**src/design/madt_pkg.sv**
```systemverilog
// Shared types and constants for the MADT table stream parser.
package madt_pkg;

	localparam logic KIND_CPU = 1'b0;
	localparam logic KIND_SUM = 1'b1;

	localparam logic [7:0] REC_LAPIC  = 8'd0;
	localparam logic [7:0] REC_IOAPIC = 8'd1;

	localparam logic [31:0] HDR_SUM_FIXED = 32'd8;
	localparam logic [29:0] HDR_LEN_WORD  = 30'd1;
	localparam logic [29:0] HDR_LAPIC_WORD = 30'd9;
	localparam logic [31:0] WALK_START    = 32'd44;

	typedef struct packed {
		logic        valid;
		logic        kind;
		logic [3:0]  cpu_slot;
		logic [7:0]  apic_ident;
		logic        cpu_on;
		logic        sum_ok;
		logic [31:0] local_apic_base;
		logic [31:0] io_apic_base;
		logic [7:0]  io_apic_ident;
		logic [31:0] irq_base;
		logic [4:0]  cpus_seen;
		logic        walk_halted;
	} res_t;

endpackage

```
**src/design/madt_table_stream_parser_top.sv**
```systemverilog
// Top level of the MADT table stream parser: stream ports and result register.
//
//  channel  dir  beat content                         tlast        tuser
//  s_*      in   one table byte (tdata[7:0])          final byte   -
//  m_*      out  CPU record or end-of-table summary   -            result kind
//
//  Each byte beat is absorbed directly: header capture, checksum and
//  record walk are a single combinational step into the walk registers.
//  Results land in one output register; s_tready = !m_tvalid || m_tready,
//  so a new byte is taken in the same cycle a waiting result is taken.
//  Sustained rate is one byte per cycle while the sink keeps up.
//  arst_n clears the walk state and the output valid; after a summary the
//  walk state returns to its reset values for the next table.
module madt_table_stream_parser_top #(
	parameter int CPU_LIMIT = 16
) (
	input  logic         clk,
	input  logic         arst_n,
	input  logic         s_tvalid,
	output logic         s_tready,
	input  logic [7:0]   s_tdata,    // [7:0] table_byte
	input  logic         s_tlast,    // final_byte
	output logic         m_tvalid,
	input  logic         m_tready,
	output logic [127:0] m_tdata,    // cpu_slot[3:0], apic_ident[11:4], cpu_on[12],
	                                 // sum_ok[13], local_apic_base[45:14],
	                                 // io_apic_base[77:46], io_apic_ident[85:78],
	                                 // irq_base[117:86], cpus_seen[122:118],
	                                 // walk_halted[123], zero pad [127:124]
	output logic         m_tuser     // result_kind: 0 CPU, 1 summary
);

	logic           beat;
	madt_pkg::res_t res;
	logic [127:0]   data_q;
	logic           kind_q;
	logic           valid_q;

	assign s_tready = !valid_q || m_tready;
	assign beat     = s_tvalid && s_tready;

	madt_walk #(
		.CPU_LIMIT(CPU_LIMIT)
	) u_walk (
		.clk     (clk),
		.arst_n  (arst_n),
		.beat    (beat),
		.byte_in (s_tdata),
		.last    (s_tlast),
		.res     (res)
	);

	// output valid: set by a beat with a result, cleared once taken
	always_ff @(posedge clk or negedge arst_n) begin
		if (!arst_n) begin
			valid_q <= 1'b0;
		end else if (beat) begin
			valid_q <= res.valid;
		end else if (m_tready) begin
			valid_q <= 1'b0;
		end
	end

	// payload: loaded only when a result is produced
	always_ff @(posedge clk) begin
		if (beat && res.valid) begin
			kind_q <= res.kind;
			data_q <= {4'd0, res.walk_halted, res.cpus_seen, res.irq_base,
				res.io_apic_ident, res.io_apic_base, res.local_apic_base,
				res.sum_ok, res.cpu_on, res.apic_ident, res.cpu_slot};
		end
	end

	assign m_tvalid = valid_q;
	assign m_tdata  = data_q;
	assign m_tuser  = kind_q;

endmodule

```
**src/design/madt_walk.sv**
```systemverilog
// Per-byte header capture, checksum and record walk of the MADT parser.
module madt_walk #(
	parameter int CPU_LIMIT = 16
) (
	input  logic             clk,
	input  logic             arst_n,
	input  logic             beat,
	input  logic [7:0]       byte_in,
	input  logic             last,
	output madt_pkg::res_t   res
);

	localparam int CW = $clog2(CPU_LIMIT + 1);
	localparam logic [CW-1:0] LIMIT_C = CW'(CPU_LIMIT);

	logic [31:0]   off_q, dlen_q, rstart_q, lapic_q, ioabase_q, irq_q;
	logic [7:0]    sum_q, rtype_q, rlen_q, rid_q, ioid_q;
	logic [63:0]   scratch_q;
	logic [CW-1:0] cnt_q;
	logic          halt_q;

	logic [31:0]   off_nx, dlen_nx, rstart_nx, lapic_nx, ioabase_nx, irq_nx;
	logic [7:0]    sum_nx, rtype_nx, rlen_nx, rid_nx, ioid_nx;
	logic [63:0]   scratch_nx;
	logic [CW-1:0] cnt_nx;
	logic          halt_nx;

	logic          active, fits, at_type, at_len, in_body, bad_len, finish;
	logic          cpu_hit;
	logic [31:0]   diff;
	logic [7:0]    pos;
	logic [CW+4:0] cnt_ext, slot_ext;
	logic [CW-1:0] slot;

	always_comb begin
		sum_nx     = sum_q;
		dlen_nx    = dlen_q;
		lapic_nx   = lapic_q;
		rstart_nx  = rstart_q;
		rtype_nx   = rtype_q;
		rlen_nx    = rlen_q;
		scratch_nx = scratch_q;
		rid_nx     = rid_q;
		ioabase_nx = ioabase_q;
		ioid_nx    = ioid_q;
		irq_nx     = irq_q;
		cnt_nx     = cnt_q;
		halt_nx    = halt_q;
		finish     = 1'b0;
		cpu_hit    = 1'b0;
		slot       = cnt_q;

		if (off_q < madt_pkg::HDR_SUM_FIXED || off_q < dlen_q) begin
			sum_nx = sum_q + byte_in;
		end
		if (off_q[31:2] == madt_pkg::HDR_LEN_WORD) begin
			dlen_nx[off_q[1:0]*8 +: 8] = byte_in;
		end
		if (off_q[31:2] == madt_pkg::HDR_LAPIC_WORD) begin
			lapic_nx[off_q[1:0]*8 +: 8] = byte_in;
		end

		active  = !halt_q && off_q >= madt_pkg::WALK_START;
		fits    = ({1'b0, rstart_q} + 33'd2) <= {1'b0, dlen_q};
		at_type = off_q == rstart_q;
		at_len  = {1'b0, off_q} == ({1'b0, rstart_q} + 33'd1);
		diff    = off_q - rstart_q;
		in_body = ({1'b0, off_q} > ({1'b0, rstart_q} + 33'd1)) && (diff < {24'd0, rlen_q});
		pos     = diff[7:0];
		bad_len = byte_in < 8'd2 || ({1'b0, rstart_q} + {25'd0, byte_in}) > {1'b0, dlen_q};

		if (active && fits) begin
			if (at_type) begin
				rtype_nx   = byte_in;
				scratch_nx = '0;
				rid_nx     = '0;
			end else if (at_len) begin
				rlen_nx = byte_in;
				if (bad_len) begin
					halt_nx = 1'b1;
				end else if (byte_in == 8'd2) begin
					finish = 1'b1;
				end
			end else if (in_body) begin
				if (pos == 8'd2 && rtype_q == madt_pkg::REC_IOAPIC) begin
					rid_nx = byte_in;
				end
				if (pos == 8'd3 && rtype_q == madt_pkg::REC_LAPIC) begin
					rid_nx = byte_in;
				end
				for (int k = 0; k < 8; k++) begin
					if (pos == 8'(k + 4)) begin
						scratch_nx[k*8 +: 8] = byte_in;
					end
				end
				if (pos + 8'd1 == rlen_q) begin
					finish = 1'b1;
				end
			end
		end

		if (finish) begin
			// record closed: use the body as captured including this byte
			if (rtype_nx == madt_pkg::REC_LAPIC) begin
				if (cnt_q < LIMIT_C) begin
					cpu_hit = 1'b1;
					cnt_nx  = cnt_q + 1'b1;
				end
			end else if (rtype_nx == madt_pkg::REC_IOAPIC) begin
				if (ioabase_q == 32'd0) begin
					ioabase_nx = scratch_nx[31:0];
					ioid_nx    = rid_nx;
					irq_nx     = scratch_nx[63:32];
				end
			end
			rstart_nx = rstart_q + {24'd0, rlen_nx};
		end

		off_nx = (off_q == 32'hFFFF_FFFF) ? off_q : off_q + 32'd1;

		cnt_ext  = {5'd0, cnt_nx};
		slot_ext = {5'd0, slot};

		res = '0;
		if (last) begin
			res.valid           = 1'b1;
			res.kind            = madt_pkg::KIND_SUM;
			res.sum_ok          = sum_nx == 8'd0;
			res.local_apic_base = lapic_nx;
			res.io_apic_base    = ioabase_nx;
			res.io_apic_ident   = ioid_nx;
			res.irq_base        = irq_nx;
			res.cpus_seen       = cnt_ext[4:0];
			res.walk_halted     = halt_nx;
		end else if (cpu_hit) begin
			res.valid      = 1'b1;
			res.kind       = madt_pkg::KIND_CPU;
			res.cpu_slot   = slot_ext[3:0];
			res.apic_ident = rid_nx;
			res.cpu_on     = scratch_nx[0];
		end

		// summary beat: walk state returns to reset for the next table
		if (last) begin
			off_nx     = '0;
			dlen_nx    = '0;
			sum_nx     = '0;
			rstart_nx  = madt_pkg::WALK_START;
			rtype_nx   = '0;
			rlen_nx    = '0;
			scratch_nx = '0;
			rid_nx     = '0;
			lapic_nx   = '0;
			ioabase_nx = '0;
			ioid_nx    = '0;
			irq_nx     = '0;
			cnt_nx     = '0;
			halt_nx    = 1'b0;
		end
	end

	always_ff @(posedge clk or negedge arst_n) begin
		if (!arst_n) begin
			off_q     <= '0;
			dlen_q    <= '0;
			sum_q     <= '0;
			rstart_q  <= madt_pkg::WALK_START;
			rtype_q   <= '0;
			rlen_q    <= '0;
			scratch_q <= '0;
			rid_q     <= '0;
			lapic_q   <= '0;
			ioabase_q <= '0;
			ioid_q    <= '0;
			irq_q     <= '0;
			cnt_q     <= '0;
			halt_q    <= 1'b0;
		end else if (beat) begin
			off_q     <= off_nx;
			dlen_q    <= dlen_nx;
			sum_q     <= sum_nx;
			rstart_q  <= rstart_nx;
			rtype_q   <= rtype_nx;
			rlen_q    <= rlen_nx;
			scratch_q <= scratch_nx;
			rid_q     <= rid_nx;
			lapic_q   <= lapic_nx;
			ioabase_q <= ioabase_nx;
			ioid_q    <= ioid_nx;
			irq_q     <= irq_nx;
			cnt_q     <= cnt_nx;
			halt_q    <= halt_nx;
		end
	end

`ifndef ASSERT_OFF
	a_cnt_bound: assert property (@(posedge clk) disable iff (!arst_n)
		cnt_q <= LIMIT_C)
		else $error("cpu count above limit");

	a_table_restart: assert property (@(posedge clk) disable iff (!arst_n)
		beat && last |=> off_q == 32'd0 && cnt_q == '0 && !halt_q)
		else $error("state not cleared after summary");

	a_cpu_counted: assert property (@(posedge clk) disable iff (!arst_n)
		beat && res.valid && res.kind == madt_pkg::KIND_CPU |=>
		cnt_q == $past(cnt_q) + 1'b1)
		else $error("cpu result without count step");

	a_halt_sticky: assert property (@(posedge clk) disable iff (!arst_n)
		halt_q && !(beat && last) |=> halt_q)
		else $error("halt dropped inside a table");
`endif

endmodule

```
**config.mk**
```make
export PLATFORM = sky130hd
export DESIGN_NAME = madt_table_stream_parser_top
export DESIGN_NICKNAME = d
export VERILOG_FILES = /design/src/design/madt_pkg.sv /design/src/design/madt_table_stream_parser_top.sv /design/src/design/madt_walk.sv
export SDC_FILE = /design/constraint.sdc
export NUM_CORES = 1
export LEC_CHECK = 0
export BUFFER_PORTS_ARGS = -buffer_cell sky130_fd_sc_hd__buf_2
export CORE_ASPECT_RATIO = 0.75
export CORE_MARGIN = 2
export CORE_UTILIZATION = 50
export DETAILED_ROUTE_END_ITERATION = 7
export GPL_TIMING_DRIVEN = 0
export PLACE_DENSITY_LB_ADDON = 0.1
export REMOVE_ABC_BUFFERS = 1
export SYNTH_ARGS = -nofsm -noshare
export SYNTH_HDL_FRONTEND = slang
export SYNTH_SLANG_ARGS = --single-unit
```
**constraint.sdc**
```tcl
create_clock -name clk -period 10.29 [get_ports clk]
set_clock_uncertainty 0.1 [all_clocks]
set_input_delay 1.5435 -clock clk [delete_from_list [all_inputs] [get_ports clk]]
set_output_delay 1.5435 -clock clk [all_outputs]
set_load 0.1 [all_outputs]
```
==> insert_results.sql, run 1 <==
INSERT INTO impl_metrics (metric_group, metric, value, unit) VALUES
('outcome', 'result_of_the_run', 'finished, final reports clean', ''),
('cts', 'cts_num_sinks', '428', ''),
('cts', 'cts-htree-levels', '2', ''),
('cells_and_area', 'fraction_of_layout_instances_using_a_drive_strength_above_1', '9.019', '%'),
('critical_path', 'start_kind', 'input port', ''),
('place', 'routabilityCongestion', '0.9660', ''),
('cts', 'cts_root_buffer', 'sky130_fd_sc_hd__clkbuf_16', ''),
('power', 'intPower', '3217', 'uW'),
('routing', 'wirelength', '89780', 'um'),
('cts', 'postCtsSetupBuffers', '0', ''),
('power', 'clockPowerShare', '30.7', '%'),
('floorplanning', 'die_y', '204.1', 'um'),
('yosys', 'yosys-top-cells-count', '347 x sky130_fd_sc_hd__nand2_1, 300 x sky130_fd_sc_hd__dfrtp_1, 243 x sky130_fd_sc_hd__o21ai_0', ''),
('timing', 'achievable-frequency', '110.8', 'MHz'),
('critical_path', 'worst_r2r_startpoint', 'u_walk.rstart_q[1]', ''),
('power', 'power.density_cell_area', '177.2', 'mW/mm2'),
('worst_hold_path', 'timing.hold.worst.start', 'u_walk.scratch_q[58]', ''),
('yosys', 'netlist_instances', '2807', ''),
('critical_path', 'critical_path_class', 'in -> reg', ''),
('routing', 'wl_met1', '41540', 'um'),
('place', 'place.detailed.instances', '3521', ''),
('floorplanning', 'die_width', '270.9', 'um'),
('yosys', 'yosysMostFrequentCell', 'sky130_fd_sc_hd__nand2_1', ''),
('cells_and_area', 'layout.area.seq', '0.01134', 'mm2'),
('cells_and_area', 'layout_area_overhead', '10.45', '%'),
('yosys', 'synthesis.area_per_instance', '9.513', 'um2'),
('yosys', 'synth_largest_area_cell', 'sky130_fd_sc_hd__dfrtp_1', ''),
('timing', 'slew_violations', '0', ''),
('cts', 'tritoncts.num_buffers', '44', ''),
('yosys', 'number_of_library_cell_types_mapped_by_synthesis', '83', ''),
('cells_and_area', 'antenna_cells', '0', ''),
('power', 'p_switching', '2011', 'uW'),
('grt', 'number_of_antenna_violations_at_the_first_check_in_global_routing', '1', ''),
('yosys', 'syn-cell-area', '0.02670', 'mm2'),
('power', 'power.switching_fraction', '38.46', '%'),
('critical_path', 'crit_path_start', 's_tdata[1]', ''),
('power', 'fin_total_pwr', '5228', 'uW'),
('critical_path', 'r2r_end', 'u_walk.rstart_q[21]', ''),
('yosys', 'postSynthRegisterBits', '428', ''),
('routing', 'dr_total_vias', '23240', ''),
('floorplanning', 'design.core.area', '0.05288', 'mm2'),
('critical_path', 'reg2regPathDepth', '26', ''),
('routing', 'drt-pass1-iter-count', '6', ''),
('yosys', 'synth.area.top_cells', 'sky130_fd_sc_hd__dfrtp_1 28%, sky130_fd_sc_hd__edfxtp_1 14%, sky130_fd_sc_hd__ha_1 9.5%, sky130_fd_sc_hd__nand2_1 4.9%, sky130_fd_sc_hd__o21ai_0 4.6%', ''),
('yosys', 'postSynth.asyncResetShare', '70.79', '%'),
('floorplanning', 'die_area', '0.05529', 'mm2'),
('cts', 'reg_clk_slew_reported_paths', '70', 'ps'),
('floorplanning', 'placement_rows', '73', ''),
('timing', 'timing.setup.tns', '0', 'ps'),
('place', 'io_buffers', '139', ''),
('timing', 'slew_headroom', '10.21', '%'),
('cts', 'cts_tree', 'done', ''),
('routing', 'post_drt_via_cell_ratio', '6.445', ''),
('power', 'comb_power_share', '29.2', '%'),
('routing', 'highest_layer', 'met4', ''),
('routing', 'met3RoutedLength', '8962', 'um'),
('timing', 'ratio_of_final_minimum_period_to_clock_period', '87.72', '%'),
('timing', 'timing_hold_violations_final', '0', ''),
('worst_hold_path', 'timing.hold.worst_path_depth', '2', ''),
('cts', 'ctsLongestPathBuffers', '3', ''),
('critical_path', 'crit_arrival', '9140', 'ps'),
('critical_path', 'setup.reg_to_reg.worst_slack', '1560', 'ps'),
('cells_and_area', 'multiInputGateArea', '0.01441', 'mm2'),
('grt', 'grt_pass1_vias', '21790', ''),
('worst_hold_path', 'min_delay_worst_endpoint', 'u_walk.scratch_q[58]', ''),
('grt', 'globalRouteTotalUtil', '32.08', '%'),
('power', 'p_seq_share', '40.1', '%'),
('flow_run', 'drv_cap', '0', ''),
('critical_path', 'required_worst_endpoint', '10410', 'ps'),
('routing', 'met2WireLength', '37170', 'um'),
('floorplanning', 'start_util', '50.50', '%');
[layout by cell type (no fill, tap or decap), drive strengths merged, types with 103 or more instances in the layout]
cell type  count
a21oi        106
buf          155
dfrtp        300
edfxtp       125
ha           202
inv          103
nand2        347
nor2         175
o21ai        247
xnor2        117
[sequential cells by signal, summed over array words and instances (netlist names), 32 cells and up]
signal            cells
u_walk.rstart_q      32
u_walk.scratch_q     64
u_walk.irq_q         32
u_walk.ioabase_q     32
u_walk.off_q         32
u_walk.dlen_q        32
u_walk.lapic_q       32
m_tdata             124
[power by group through the flow]
stage	clock, uW	sequential (uW)	combinational (uW)
2_1_floorplan	0	2610	629
3_3_place_gp	0	2130	1460
3_5_place_dp	0	2120	1510
4_1_cts	1630	2090	1510
5_1_grt	1690	2110	1640
6_report	1610	2100	1530
[metal layers]
metal  global-route usage [%]  vias to the layer above
met2                    45.34                     1088
met1                    48.67                    11550
met4                    8.485                        0
li1                         -                    10460
met3                    7.824                      145
met5                        0                        -
[metrics by stage]
stage | worst slack [ps] | cell area (um2) | util [%]
2_1_floorplan | 492.5 | 26090 | -
6_report | 1264 | 29490 | 55.77
5_1_grt | 724.3 | 29490 | 55.77
4_1_cts | 1158 | 29470 | 55.72
3_3_place_gp | -4142 | 27680 | 52.34
3_5_place_dp | 925.9 | 28040 | 53.02
[cells by family (layout without fill, tap and decap cells)]
logic type      count (synthesis)  count (layout)  share of synthesized area [%]
compound gates                773             773                          19.42
xor+xnor                      158             158                          5.234
fa+ha+maj                     206             206                          9.764
buf+inv                       260             344                          3.828
flops                         428             428                          42.46
mux                            85              85                          3.209
other cells                     1               4                        0.01404
simple gates                  896             896                          16.07
[critical path, cell delays in order]
cell and delay (ps):
sky130_fd_sc_hd__buf_2 710, sky130_fd_sc_hd__ha_1 290, sky130_fd_sc_hd__a21o_1 90, sky130_fd_sc_hd__a21oi_1 90
sky130_fd_sc_hd__o21bai_1 140, sky130_fd_sc_hd__a21oi_1 120, sky130_fd_sc_hd__o21bai_1 130, sky130_fd_sc_hd__a21oi_1 110
sky130_fd_sc_hd__nor2b_1 120, sky130_fd_sc_hd__nor2_1 50, sky130_fd_sc_hd__nor2_1 300, sky130_fd_sc_hd__nor3b_1 600
sky130_fd_sc_hd__nor2b_1 260, sky130_fd_sc_hd__xnor2_1 100, sky130_fd_sc_hd__ha_1 200, sky130_fd_sc_hd__a21oi_1 160
sky130_fd_sc_hd__nor2b_1 60, sky130_fd_sc_hd__o21ai_0 160, sky130_fd_sc_hd__nand3b_1 160, sky130_fd_sc_hd__a2111oi_0 590
sky130_fd_sc_hd__a21oi_1 330, sky130_fd_sc_hd__a311oi_1 510, sky130_fd_sc_hd__o21a_1 200, sky130_fd_sc_hd__nand4_1 240
sky130_fd_sc_hd__and2_2 600, sky130_fd_sc_hd__a21o_1 390, sky130_fd_sc_hd__inv_6 320, sky130_fd_sc_hd__buf_16 320
[how the worst max path moves through the flow]
| stage | endpoint |
|---|---|
| 2_1_floorplan | m_tdata[0] |
| 3_3_place_gp | m_tdata[21] |
| 3_5_place_dp | m_tdata[21] |
| 4_1_cts | u_walk.rstart_q[21] |
| 5_1_grt | m_tdata[30] |
| 6_report | m_tdata[73] |
[cell type report]
cell class / count / area share, %
clock buffer: 62 / 4.238
timing repair buffer: 156 / 3.466
clock inverter: 20 / 0.6151
tap: 712 / 3.020
sequential: 428 / 38.45
multi-input combinational: 2122 / 48.84
inverter: 106 / 1.370
(Power assumes the default switching activity.)
==> inputs of run 2 (changes only) <==
--- a/config.mk
+++ b/config.mk
@@ -8,7 +8,8 @@
 export BUFFER_PORTS_ARGS = -buffer_cell sky130_fd_sc_hd__buf_2
 export CORE_ASPECT_RATIO = 0.75
 export CORE_MARGIN = 2
-export CORE_UTILIZATION = 50
+export CORE_UTILIZATION = 64
+export CTS_BUF_LIST = sky130_fd_sc_hd__clkbuf_8
 export DETAILED_ROUTE_END_ITERATION = 7
 export GPL_TIMING_DRIVEN = 0
 export PLACE_DENSITY_LB_ADDON = 0.1
==> insert_results.sql, run 2 (synthesized netlist as in run 1, its figures left out) <==
INSERT INTO impl_metrics (metric_group, metric, value, unit) VALUES
('cts', 'worst_skew_pair.late_latency', '650', 'ps'),
('cts', 'reg_clk_slew_reported_paths', '70', 'ps'),
('worst_hold_path', 'holdCritPathClass', 'reg -> reg', ''),
('routing', 'first_iter_violations', '3100', ''),
('cells_and_area', 'mostFrequentLayoutCells', '344 x sky130_fd_sc_hd__nand2_1, 300 x sky130_fd_sc_hd__dfrtp_1, 243 x sky130_fd_sc_hd__o21ai_0', ''),
('critical_path', 'reg2regPathDepth', '27', ''),
('timing', 'slew_at_the_pin_closest_to_its_max_slew_limit', '1444', 'ps'),
('floorplanning', 'ios', '144', ''),
('grt', 'number_of_antenna_violations_at_the_first_check_in_global_routing', '1', ''),
('cts', 'ctsLongestPathBuffers', '3', ''),
('power', 'clockPowerShare', '29.3', '%'),
('outcome', 'result_of_the_run', 'finished, final reports clean', ''),
('place', 'routabilityCongestion', '0.9995', ''),
('place', 'preCtsSetupSlack', '813.2', 'ps'),
('critical_path', 'worstPathMaxFanout', '17', ''),
('place', 'io_buffers', '139', ''),
('critical_path', 'critical_path_class', 'reg -> reg', ''),
('grt', 'grt_first_pass_wirelength', '132200', 'um'),
('routing', 'post_drt_via_cell_ratio', '6.865', ''),
('timing', 'slew_violations', '0', ''),
('place', 'post_dp_cell_area', '0.02785', 'mm2'),
('cells_and_area', 'antenna_cells', '0', ''),
('cts', 'cts-htree-levels', '3', ''),
('routing', 'ant_nets', '0', ''),
('routing', 'drc', '0', ''),
('power', 'power.density_cell_area', '174.9', 'mW/mm2'),
('power', 'power.switching_fraction', '39.17', '%'),
('routing', 'dr_total_vias', '23990', ''),
('timing', 'timing_hold_violations_final', '0', ''),
('grt', 'grt_pass1_vias', '22800', ''),
('floorplanning', 'die_width', '239.9', 'um'),
('cells_and_area', 'fraction_of_layout_instances_using_a_drive_strength_above_1', '9.615', '%'),
('worst_hold_path', 'timing.hold.worst_path_depth', '2', ''),
('critical_path', 'start_kind', 'flop', ''),
('timing', 'setup-violations-final', '0', ''),
('floorplanning', 'start_util', '65.13', '%'),
('critical_path', 'timing.critical_path.to_type', 'flop', ''),
('power', 'intPower', '3110', 'uW'),
('cells_and_area', 'final_core_utilization', '71.30', '%'),
('power', 'p_seq_share', '41.0', '%'),
('cells_and_area', 'layout.filler_cells', '3041', ''),
('cts', 'postCtsHoldBufs', '0', ''),
('power', 'p_switching', '2002', 'uW'),
('power', 'fin_total_pwr', '5112', 'uW'),
('timing', 'fin_ws', '709.1', 'ps'),
('power', 'static-leakage-power', '0.01298', 'uW'),
('power', 'comb_power_share', '29.7', '%'),
('cells_and_area', 'final_common_cell', 'sky130_fd_sc_hd__nand2_1', ''),
('floorplanning', 'placement_rows', '64', ''),
('timing', 'hold_ws', '383.9', 'ps'),
('cts', 'cts_repair_resize_count', '0', ''),
('routing', 'drt-pass1-iter-count', '8', ''),
('grt', 'leftover_overflow_at_the_end_of_global_routing', '0', ''),
('cells_and_area', 'layout.nets', '3099', ''),
('critical_path', 'crit_arrival', '9990', 'ps'),
('flow_run', 'drv_cap', '0', ''),
('cts', 'cts_tree', 'done', ''),
('place', 'detailedPlacementHpwl', '60980', 'um'),
('power', 'vdd_drop_max', '211.2', 'uV'),
('floorplanning', 'design.core.area', '0.04100', 'mm2'),
('cts', 'postCtsSetupBuffers', '0', ''),
('cts', 'cts_num_sinks', '428', ''),
('critical_path', 'required_worst_endpoint', '10700', 'ps'),
('timing', 'rsz0062_at_grt', 'no', ''),
('grt', 'globalRouteTotalUtil', '39.58', '%'),
('routing', 'routed_wire_length_per_instance', '24.52', 'um'),
('grt', 'pin_count_of_the_biggest_net_entering_global_routing', '120', ''),
('routing', 'wirelength', '85660', 'um'),
('timing', 'slew_headroom', '3.309', '%'),
('timing', 'finalWorstPathRequiredPeriod', '9581', 'ps'),
('cts', 'cts_root_buffer', 'sky130_fd_sc_hd__clkbuf_8', ''),
('cts', 'tritoncts.num_buffers', '68', ''),
('timing', 'achievable-frequency', '104.4', 'MHz'),
('floorplanning', 'die_y', '180.9', 'um'),
('floorplanning', 'die_area', '0.04339', 'mm2'),
('cells_and_area', 'post-route-cell-area', '0.02923', 'mm2'),
('cells_and_area', 'layout_area_overhead', '9.465', '%'),
('timing', 'ratio_of_final_minimum_period_to_clock_period', '93.11', '%'),
('cells_and_area', 'largest_register_ffs', '124', '');
[run 2: cell count changes in the layout (fill, tap and decap cells not counted), moves of 3 or more]
| cell | change |
|---|---|
| sky130_fd_sc_hd__bufinv_16 | +3 |
| sky130_fd_sc_hd__clkbuf_1 | -11 |
| sky130_fd_sc_hd__clkbuf_16 | -45 |
| sky130_fd_sc_hd__clkbuf_8 | +69 |
| sky130_fd_sc_hd__clkinv_1 | +4 |
| sky130_fd_sc_hd__inv_1 | +25 |
| sky130_fd_sc_hd__inv_6 | +3 |
[run 2: layout make-up]
cell class | count | area, um2 | area share (%)
clock buffers | 75 | 1032 | 3.531
multi-input cells | 2122 | 14410 | 49.28
inverters | 106 | 404.1 | 1.383
flip-flops and latches | 428 | 11340 | 38.79
repair buffers | 154 | 1007 | 3.446
clock inverters | 48 | 340.3 | 1.164
well taps | 561 | 701.9 | 2.401
[run 2: power groups by stage]
stage	clock network (uW)	registers (uW)	logic, uW
CTS	1500	2090	1500
finish	1500	2100	1520
global placement	0	2120	1430
floorplan	0	2610	629
detailed placement	0	2120	1500
global route	1570	2110	1620
[run 2: metal layers]
layer,GRT usage (%),wire length (um),vias to the layer above
met4,13.12,2749,0
met5,0,0,-
met2,56.43,36050,1536
li1,-,-,10490
met3,10.53,10790,232
met1,58.47,36070,11730
[run 2: critical path: stages (launching register included)]
cell and delay (ps):
sky130_fd_sc_hd__dfrtp_1 520, sky130_fd_sc_hd__clkinv_1 500, sky130_fd_sc_hd__nor2_1 540, sky130_fd_sc_hd__nand2_1 300, sky130_fd_sc_hd__nor2_1 410, sky130_fd_sc_hd__nand4_1 350, sky130_fd_sc_hd__nor4_1 330, sky130_fd_sc_hd__xnor2_1 170
sky130_fd_sc_hd__ha_1 270, sky130_fd_sc_hd__a21o_1 170, sky130_fd_sc_hd__a21o_1 170, sky130_fd_sc_hd__a21oi_1 140, sky130_fd_sc_hd__o21ai_0 110, sky130_fd_sc_hd__o21ai_0 240, sky130_fd_sc_hd__o21ai_1 390, sky130_fd_sc_hd__nor2_1 980
sky130_fd_sc_hd__o21ai_0 470, sky130_fd_sc_hd__ha_1 400, sky130_fd_sc_hd__a21o_1 150, sky130_fd_sc_hd__a21oi_1 210, sky130_fd_sc_hd__o21bai_1 90, sky130_fd_sc_hd__a21oi_1 230, sky130_fd_sc_hd__o21bai_1 90, sky130_fd_sc_hd__a21oi_1 300
sky130_fd_sc_hd__inv_1 80, sky130_fd_sc_hd__a21oi_1 1090, sky130_fd_sc_hd__or4_4 300, sky130_fd_sc_hd__mux2_1 320
[run 2: worst paths after layout]
path | to | start | slack [ps]
min in group asynchronous | u_walk.rstart_q[13] | arst_n | 870
max in group asynchronous | u_walk.sum_q[6] | arst_n | 8110
setup / recovery | u_walk.rstart_q[21] | u_walk.rstart_q[12] | 710
hold / removal | u_walk.scratch_q[22] | u_walk.scratch_q[22] | 380
setup reg to reg | u_walk.rstart_q[21] | u_walk.rstart_q[12] | 710
hold reg to reg | u_walk.scratch_q[22] | u_walk.scratch_q[22] | 380
[run 2: through the flow]
| step | std cells | TNS, ps |
|---|---|---|
| floorplan | 2656 | 0 |
| global route | 3494 | 0 |
| global placement | 3356 | -491160 |
| finish | 3494 | 0 |
| detailed placement | 3370 | 0 |
| CTS | 3493 | 0 |
==> inputs of run 3 (changes only) <==
==> constraint.sdc (replaced) <==
create_clock -name clk -period 10.29 [get_ports clk]
set_clock_uncertainty 0.1 [all_clocks]
set_input_delay 2.058 -clock clk [delete_from_list [all_inputs] [get_ports clk]]
set_output_delay 2.058 -clock clk [all_outputs]
set_load 0.1 [all_outputs]
==> insert_results.sql, run 3 (synthesized netlist as in run 1, its figures left out) <==
INSERT INTO impl_metrics (metric_group, metric, value, unit) VALUES
('floorplanning', 'die_width', '239.9', 'um'),
('critical_path', 'start_kind', 'input port', ''),
('place', 'routabilityCongestion', '0.9995', ''),
('cts', 'cts_num_sinks', '428', ''),
('grt', 'pin_count_of_the_biggest_net_entering_global_routing', '120', ''),
('worst_hold_path', 'holdCritPathClass', 'reg -> reg', ''),
('grt', 'grt_pass1_vias', '22790', ''),
('outcome', 'failed_checks', 'max-capacitance violations', ''),
('place', 'detailedPlacementHpwl', '60980', 'um'),
('critical_path', 'critPathBufInv', '3', ''),
('critical_path', 'crit_arrival', '9970', 'ps'),
('timing', 'slew_violations', '0', ''),
('grt', 'grt_first_pass_wirelength', '132200', 'um'),
('floorplanning', 'start_util', '65.13', '%'),
('floorplanning', 'placement_rows', '64', ''),
('place', 'io_buffers', '139', ''),
('critical_path', 'cp_common_cell', 'sky130_fd_sc_hd__nand4_1', ''),
('critical_path', 'required_worst_endpoint', '10450', 'ps'),
('critical_path', 'critical_path.max_stage_delay', '850', 'ps'),
('critical_path', 'timing.critical_path.slowest_stage_cell', 'sky130_fd_sc_hd__o41ai_2', ''),
('place', 'preCtsSetupSlack', '298.7', 'ps'),
('timing', 'setup-violations-final', '0', ''),
('cts', 'cts_tree', 'done', ''),
('power', 'static-leakage-power', '0.01298', 'uW'),
('cts', 'postCtsHoldBufs', '0', ''),
('power', 'vdd_drop_max', '211.1', 'uV'),
('timing', 'slew_headroom', '1.248', '%'),
('critical_path', 'worstPathMaxFanout', '95', ''),
('cts', 'reg_clk_slew_reported_paths', '70', 'ps'),
('cells_and_area', 'largest_register_ffs', '124', ''),
('routing', 'drc', '0', ''),
('critical_path', 'cell_by_cell_listing_of_the_critical_path', 'buf_2 -> ha_1 -> fa_1 -> a21o_1 -> a21oi_1 -> nor2b_1 -> o21a_1 -> o41ai_2 -> nor2_1 -> nand2_1 -> xnor2_1 -> ha_1 -> nand4_1 -> nor4_1 -> nand4_1 -> o221ai_1 -> a21oi_1 -> a311oi_1 -> o21a_1 -> nand4_1 -> and2_2 -> a21o_1 -> inv_6 -> buf_16', ''),
('floorplanning', 'die_area', '0.04339', 'mm2'),
('cells_and_area', 'final_common_cell', 'sky130_fd_sc_hd__nand2_1', ''),
('cells_and_area', 'layout_area_overhead', '9.465', '%'),
('cts', 'postCtsSetupBuffers', '0', ''),
('timing', 'finalWorstPathRequiredPeriod', '9808', 'ps'),
('cts', 'tritoncts.num_buffers', '68', ''),
('critical_path', 'timing.critical_path.to_type', 'flop', ''),
('grt', 'leftover_overflow_at_the_end_of_global_routing', '0', ''),
('floorplanning', 'ios', '144', ''),
('floorplanning', 'design.core.area', '0.04100', 'mm2'),
('critical_path', 'cpLargestDelayFamily', 'compound AO/OA/AOI/OAI gates', ''),
('power', 'power.density_cell_area', '175.0', 'mW/mm2'),
('timing', 'fin_ws', '481.5', 'ps'),
('timing', 'rsz0062_at_grt', 'no', ''),
('grt', 'globalRouteTotalUtil', '39.58', '%'),
('timing', 'ratio_of_final_minimum_period_to_clock_period', '95.32', '%'),
('cts', 'ctsLongestPathBuffers', '3', ''),
('timing', 'achievable-frequency', '102.0', 'MHz'),
('timing', 'hold_ws', '387.4', 'ps'),
('routing', 'wirelength', '85840', 'um'),
('cells_and_area', 'fraction_of_layout_instances_using_a_drive_strength_above_1', '9.615', '%'),
('floorplanning', 'die_y', '180.9', 'um'),
('routing', 'ant_nets', '0', ''),
('timing', 'slew_at_the_pin_closest_to_its_max_slew_limit', '1474', 'ps'),
('grt', 'number_of_antenna_violations_at_the_first_check_in_global_routing', '1', ''),
('timing', 'timing_hold_violations_final', '0', ''),
('outcome', 'result_of_the_run', 'finished with violations', ''),
('cts', 'cts-htree-levels', '3', ''),
('cells_and_area', 'mostFrequentLayoutCells', '344 x sky130_fd_sc_hd__nand2_1, 300 x sky130_fd_sc_hd__dfrtp_1, 243 x sky130_fd_sc_hd__o21ai_0', ''),
('routing', 'post_drt_via_cell_ratio', '6.846', ''),
('cells_and_area', 'layout.nets', '3099', ''),
('routing', 'dr_total_vias', '23920', ''),
('routing', 'drt-pass1-iter-count', '6', ''),
('cts', 'cts_root_buffer', 'sky130_fd_sc_hd__clkbuf_8', ''),
('cts', 'worst_skew_pair.late_latency', '650', 'ps'),
('critical_path', 'critical_path_class', 'in -> reg', ''),
('cells_and_area', 'antenna_cells', '0', ''),
('routing', 'routed_wire_length_per_instance', '24.57', 'um'),
('flow_run', 'drv_cap', '1', ''),
('routing', 'first_iter_violations', '3185', ''),
('cts', 'cts_repair_resize_count', '0', '');
run 3: cell counts in the layout (fill, tap and decap cells not counted):
No cell type changed its count.
run 3: final timing paths:
kind                                      startpoint              endpoint  slack (ps)  cells after the start
worst max register to register   u_walk.rstart_q[12]   u_walk.rstart_q[21]         710                     27
min in group asynchronous                     arst_n   u_walk.rstart_q[13]        1380                      1
max in group asynchronous                     arst_n       u_walk.sum_q[6]        7570                      2
worst min register to register  u_walk.scratch_q[24]  u_walk.scratch_q[24]         390                      2
worst max-delay path                      s_tdata[0]           m_tdata[44]         480                     24
worst min-delay path            u_walk.scratch_q[24]  u_walk.scratch_q[24]         390                      2
run 3: layout make-up:
type | count | area [um2]
fillers | 3041 | 11770
flip-flops and latches | 428 | 11340
clock inverters | 48 | 340.3
repair buffers | 154 | 1007
inverters | 106 | 404.1
clock buffers | 75 | 1032
multi-input cells | 2122 | 14410
well taps | 561 | 701.9
run 3: report_power, final:
group	leakage, uW	internal [uW]	switching [uW]
Sequential	0.00536	1950	142
Clock	0.000791	781	715
Combinational	0.00683	374	1150
run 3: worst min-delay path, delay by kind of cell (launching register included):
family / cells / cell delay [ps]
and+or+nand+nor: 1 / 40
DFF: 1 / 340
AOI/OAI and AO/OA: 1 / 60
run 3: routing by layer:
layer / share of wire (%) / global-route usage (%) / up-vias
li1: - / - / 10470
met1: 42 / 58.47 / 11710
met2: 42 / 56.49 / 1530
met3: 13 / 10.53 / 210
met4: 3.0 / 12.99 / 0
met5: 0 / 0 / -
run 3: stage by stage:
step | cell area (um2) | instances | TNS (ps) | util (%) | power (uW)
global placement | 27490 | 3356 | -632580 | 67.05 | 3553
CTS | 29220 | 3493 | 0 | 71.27 | 5089
global route | 29230 | 3494 | 0 | 71.30 | 5311
floorplan | 26090 | 2656 | -2756 | - | 3237
detailed placement | 27850 | 3370 | 0 | 67.92 | 3616
finish | 29230 | 3494 | 0 | 71.30 | 5115
